$ cat config.mk
export PLATFORM = sky130hd
export DESIGN_NAME = dmht_ctrl
export DESIGN_NICKNAME = d
export VERILOG_FILES = /design/src/hw/rtl/assert_macros.svh /design/src/hw/rtl/dmht_pkg.sv /design/src/hw/rtl/dmht_ctrl.sv
export SDC_FILE = /design/constraint.sdc
export NUM_CORES = 1
export LEC_CHECK = 0
export BUFFER_PORTS_ARGS = -buffer_cell sky130_fd_sc_hd__buf_2
export CELL_PAD_IN_SITES_DETAIL_PLACEMENT = 1
export CELL_PAD_IN_SITES_GLOBAL_PLACEMENT = 2
export CORE_AREA = 4 4 41 43
export CTS_BUF_LIST = sky130_fd_sc_hd__clkbuf_16
export DETAILED_ROUTE_END_ITERATION = 10
export DIE_AREA = 0 0 45 47
export PLACE_DENSITY = 0.46
export SETUP_SLACK_MARGIN = 0.4
export SLEW_MARGIN = 25
export SYNTH_ARGS = -nofsm -noshare
export SYNTH_HDL_FRONTEND = slang
export SYNTH_SLANG_ARGS = --single-unit
$ cat constraint.sdc
create_clock -name clock -period 0.9 [get_ports clock]
set_input_delay 0 -clock clock [delete_from_list [all_inputs] [get_ports clock]]
set_output_delay 0 -clock clock [all_outputs]
set_load 0.01 [all_outputs]
$ cat src/hw/rtl/assert_macros.svh
// ----------------------------------------------------------------------------
// Assertion macros
// Shared concurrent assertion helpers for the hash table RTL.
// ----------------------------------------------------------------------------
`ifndef ASSERT_MACROS_SVH
`define ASSERT_MACROS_SVH
`ifndef SYNTHESIS
// Property holds at every clock edge outside reset.
`define DMHT_ASSERT(label, clk, rst, prop, msg) \
   label: assert property (@(posedge clk) disable iff (rst) (prop)) else $error(msg);
// Expression must never be true outside reset.
`define DMHT_NEVER(label, clk, rst, expr, msg) \
   label: assert property (@(posedge clk) disable iff (rst) !(expr)) else $error(msg);
`else
`define DMHT_ASSERT(label, clk, rst, prop, msg)
`define DMHT_NEVER(label, clk, rst, expr, msg)
`endif
`endif

$ cat src/hw/rtl/dmht_pkg.sv
// ----------------------------------------------------------------------------
// dmht_pkg
// Types and constants of the depth-preferred direct-mapped hash table.
// ----------------------------------------------------------------------------
`default_nettype none

package dmht_pkg;

   localparam int KEY_W   = 64;
   localparam int SCORE_W = 16;
   localparam int MOVE_W  = 16;
   localparam int DEPTH_W = 8;
   localparam int KIND_W  = 2;
   localparam int COUNT_W = 32;

   typedef enum logic {
      CMD_STORE = 1'b0,
      CMD_PROBE = 1'b1
   } cmd_type;

   typedef enum logic [1:0] {
      ST_CLEAR,
      ST_IDLE,
      ST_LOOKUP
   } ctrl_state_type;

   typedef struct packed {
      logic [KEY_W-1:0]   key;
      logic [SCORE_W-1:0] score;
      logic [MOVE_W-1:0]  move;
      logic [DEPTH_W-1:0] depth;
      logic [KIND_W-1:0]  kind;
   } entry_type;

   // Commands from the controller to the datapath.
   typedef struct packed {
      logic clear_wr;
      logic capture;
      logic commit;
   } ctrl_cmd_type;

   // Status from the datapath to the controller.
   typedef struct packed {
      logic clear_last;
      logic out_free;
   } ctrl_status_type;

endpackage

`default_nettype wire

$ cat src/hw/rtl/dmht_ctrl.sv
// ----------------------------------------------------------------------------
// dmht_ctrl
// Controller: clearing pass after reset, then read and commit per request.
// ----------------------------------------------------------------------------
`default_nettype none

module dmht_ctrl (
   input  logic                      clock,
   input  logic                      reset,
   input  logic                      req_valid,
   output logic                      req_ready,
   input  dmht_pkg::ctrl_status_type status,
   output dmht_pkg::ctrl_cmd_type    cmd
);

   import dmht_pkg::*;

   ctrl_state_type state_ff;
   ctrl_state_type state_in;

   always_ff @(posedge clock) begin
      if (reset) begin
         state_ff <= ST_CLEAR;
      end else begin
         state_ff <= state_in;
      end
   end

   always_comb begin
      state_in  = state_ff;
      req_ready = 1'b0;
      cmd       = '0;
      unique case (state_ff)
         ST_CLEAR: begin
            cmd.clear_wr = 1'b1;
            if (status.clear_last) begin
               state_in = ST_IDLE;
            end
         end
         ST_IDLE: begin
            req_ready = 1'b1;
            if (req_valid) begin
               cmd.capture = 1'b1;
               state_in    = ST_LOOKUP;
            end
         end
         ST_LOOKUP: begin
            // The slot has been read; wait until the result register can take the beat.
            if (status.out_free) begin
               cmd.commit = 1'b1;
               state_in   = ST_IDLE;
            end
         end
         default: begin
            state_in = ST_CLEAR;
         end
      endcase
   end

endmodule

`default_nettype wire

=== Word-level counts from Yosys, hierarchy flattened ===
Cells that the tools add are included.

* Register bits: 2
* Latch bits: 0
* RAM bits: 0
* ROM bits: 0
* Input bits: 5
* Output and inout port bits: 4
* Logic and storage cells: 18
* Memories: 0

* $add $sub $neg: 0
* Multiply operators: 0
* Div/mod/pow operators: 0
* $lt $le $gt $ge: 0
* Equality and inequality tests: 5
* Shift operators: 0
* Muxes and demuxes: 10
* Bitwise gates (word level): 0
* Reductions and logical operators: 2

{| class="wikitable"
|+ Operators by type and width
! kind !! count
|-
| $mux 1 || 6
|-
| $mux 2 || 3
|-
| $ne 2x2->1 const B || 3
|-
| $pmux 2 s3 || 1
|-
| $reduce_and 3->1 || 1
|-
| $eq 2x1->1 const B || 1
|-
| $eq 2x2->1 const B || 1
|-
| $logic_not 2->1 || 1
|}

=== Depth between registers and ports, before layout ===
* Word-level depth: 3
* Depth in mapped cells: 2
* Gate-level depth less buffers: 2

=== Worst setup path before layout ===
OpenSTA, ideal clock, no wires.

* Path kind: register to register
* From: reg state_ff[1]
* To: reg state_ff[1]
* Library setup time: 0.115 ns
* Arrival time: 0.775 ns
* Data required time: 0.785 ns
* Slack: 0.010 ns
* Stages on the path, launching flop included: 3
* Path buffers: 0
* Period minus slack after synthesis: 0.890 ns
* Cells stage by stage: dfxtp_1 > and3b_1 > o21ba_1

* Longest elaborated chain between the ends: 3
* Elaborated cells between the ends (all ways): 8
* Those cells by class: 5 x eq/ne; 1 x mux; 2 x reduce/logical

{| class="wikitable"
|+ Ends and longest elaborated chain
! element !! RTL line !! source
|-
| start, declared || dmht_ctrl.sv:18 || <nowiki>ctrl_state_type state_ff;</nowiki>
|-
| start signal, assigned || dmht_ctrl.sv:25 || <nowiki>state_ff <= state_in;</nowiki>
|-
| $eq 2x2->1 (tied with other cells) || dmht_ctrl.sv:33 || <nowiki>unique case (state_ff)</nowiki>
|-
| $ne 2x2->1 (no line) || - ||
|-
| $reduce_and 3->1 (no line) || - ||
|}

Several ways; a longest one is shown, not always the timed one.
A chain may end at the register's enable or synchronous reset.

==> results_dict.tcl <==
set metrics [dict create \
    hold_path_depth 2 \
    drv_slew 0 \
    root_buffer "clkbuf_16" \
    grt_overflow 0 \
    postSynth.asyncResetShare 0 \
    synth_top_family_by_area "simple AND/OR/NAND/NOR gates" \
    failed_checks "negative hold slack, negative setup slack" \
    total_power_mw 0.8329 \
    synth.mux.area_fraction 0 \
    first_global_vias 142 \
    antenna_found_initial 0 \
    synthAdderAreaFrac 0 \
    ys_seq_elements 2 \
    tightest_slew_ns 0.2042 \
    p_leak_nw 0.1265 \
    rows 13 \
    maxSlewHeadroom 0.8638 \
    synth.most_common_cell "nor2_1" \
    nNetsFinal 31 \
    busiest_layer "met4" \
    initial_utilization 0.08269 \
    power.switching_mw 0.1365 \
    cp_max_fo 7 \
    n_antenna_cell 0 \
    largest_register_ffs 2 \
    via_count 134 \
    fin_skew_ns 0.001767 \
    drive_gt1_frac 0.6250 \
    synthXorXnorAreaFrac 0 \
    fp.dieW_um 45 \
    cts_inserted_buffers 3 \
    switching_share 0.1639 \
    ys.flop_type "dfxtp_1" \
    power_density_nw_per_um2 3200 \
    reg.largest.list "state_ff: 2 flops" \
    rsz0062_at_grt "yes" \
    clkLatencyLatePin_ns 0.22 \
    whs_ns -0.03460 \
    min_period_ns 0.9145 \
    ir_drop_v 0.001641 \
    min_to "state_ff[0]$_SDFFE_PP0P_" \
    pin_count 9 \
    grtUsageMet1 0.04977 \
    clock-sinks 2 \
    seq_power_share 0.127 \
    p_int_mw 0.6964 \
    grtUsageTotal 0.05047 \
    synth_edf_count 0 \
    ff2ff_setup_slack_ns 0.04 \
    grtUsageMet2 0.05367 \
    mappedNetlistArea_um2 107.6 \
    first_pass_iters 2 \
    synth_nets 18 \
    synth_top_cell_by_area "dfxtp_1" \
    hold_path_class "primary input to register" \
    worstSetupPathType "register to output pin" \
    critPathArrivalTime_ns 0.91 \
    fin_area_um2 260.3 \
    cts_tree "built" \
    areaGrowthSynthToFinish_pct 141.9 \
    routed_wirelength_um 369 \
    via_per_inst 3.436 \
    ys_top_cells_by_count "nor2_1, dfxtp_1" \
    cp-startpoint "state_ff[1]$_SDFFE_PP0P_" \
    ant_nets 0 \
    crit_path_start_kind "register" \
    synth.avg_cell_area_um2 8.277 \
    routabilityCongestion 0.6103 \
    synth_compound_area_frac 0.2442 \
    clock.fmax_mhz 1093 \
    dp_slack_ns 0.03606 \
    die_area_um2 2115 \
    synth.area.top_cells "dfxtp_1, nor2_1, o21ba_1" \
    status "finished, violations left" \
    yosysSeqAreaShare 0.3721 \
    min_from "reset" \
    cts_buffer_depth 2 \
    worst-r2r-cell-count 2 \
    synthCells 13 \
    hold_viol_final 1 \
    fin_crit_sh 1.016 \
    drt_iter0_drc 1 \
    cp.required_ns 0.90 \
    cts_setup_buffers 0 \
    pwr-share-clk 0.794 \
    grt_max_degree 8 \
    combPwrFrac 0.079 \
    worst_slack_ns -0.01452 \
    cts_max_level 1 \
    r2r-end "state_ff[1]$_SDFFE_PP0P_" \
    synthDistinctLibCells 10 \
    worstReg2RegStart "state_ff[1]$_SDFFE_PP0P_" \
    die_h_um 47 \
    max_cap_viol_count 0 \
    portBuffers 8 \
    coreArea_um2 1301 \
    avgRoutedWirePerCell_um 9.462 \
    clk_pin_slew_ns 0.03 \
    use_met3 0.04215 \
    setup_viol 1 \
    largest_register "state_ff" \
    ys_warn_count 0 \
    synth_simple_gate_area_share 0.3488 \
    synth.top_cell.area_share 0.3721 \
    cp-end-kind "output pin" \
    placed_area_um2 168.9 \
    grt_first_pass_wirelength_um 641 \
    drc 0 \
]
==> worst max path at each step <==
| stage | end | slack (ns) | cells after the start |
|---|---|---|---|
| after floorplan | state_ff[1]$_SDFFE_PP0P_ | 0.05 | 2 |
| after global placement | state_ff[1]$_SDFFE_PP0P_ | 0.04 | 2 |
| after detailed placement | state_ff[0]$_SDFFE_PP0P_ | 0.04 | 2 |
| after CTS | cmd[1] | -0.03 | 2 |
| after global routing | cmd[1] | -0.05 | 2 |
| final | cmd[1] | -0.01 | 2 |
==> cell families after synthesis <==
| kind of cell | count (synthesis) |
|---|---|
| buffers and inverters | 1 |
| AOI/OAI and AO/OA | 3 |
| DFF | 2 |
| and+or+nand+nor | 7 |
==> critical path: stages, from the launching register on <==
cell,delay (ns)
dfxtp_4,0.35
and3b_2,0.25
buf_6,0.10
==> stage by stage <==
| stage | util | cells | TNS [ns] |
|---|---|---|---|
| after floorplan | - | 13 | 0 |
| after global placement | 0.1298 | 36 | 0 |
| after detailed placement | 0.1298 | 36 | 0 |
| after CTS | 0.2000 | 39 | -0.02663 |
| after global routing | 0.2000 | 39 | -0.07229 |
| final | 0.2000 | 39 | -0.01452 |
==> metal layers <==
metal	routed length, um	part of all wire
met5	0	0
met4	14	0.038
met3	48	0.13
met2	131	0.36
met1	173	0.47
==> cell usage in the layout (no fill, tap or decap), drive strengths merged <==
cell type / instances
nand2: 1
and3b: 1
inv: 1
nand2b: 1
o21ba: 1
clkbuf: 3
dfxtp: 2
a311oi: 1
nor2: 3
buf: 8
nor3b: 1
o21a: 1
==> what timing repair did <==
action	CTS	global route
gates resized for setup	4	0
endpoints found under the hold margin	1	1
endpoints found under the setup margin	6	6
pin swaps	2	0
==> power groups by stage <==
| stage | clock [mW] | sequential (mW) | combinational (mW) |
|---|---|---|---|
| 6_report | 0.661 | 0.106 | 0.0654 |
| 5_1_grt | 0.691 | 0.107 | 0.0736 |
| 4_1_cts | 0.671 | 0.106 | 0.0673 |
| 3_5_place_dp | 0 | 0.108 | 0.0578 |
| 3_3_place_gp | 0 | 0.108 | 0.0571 |
| 2_1_floorplan | 0 | 0.105 | 0.0306 |
==> cell type report <==
cell class	count	area (um^2)
timing repair buffer	8	46.29
fill	159	1041
tap	15	18.77
clock buffer	3	75.07
sequential	2	45.04
inverter	1	3.754
multi-input combinational	10	71.32
Power figures use the tool's default switching activity.
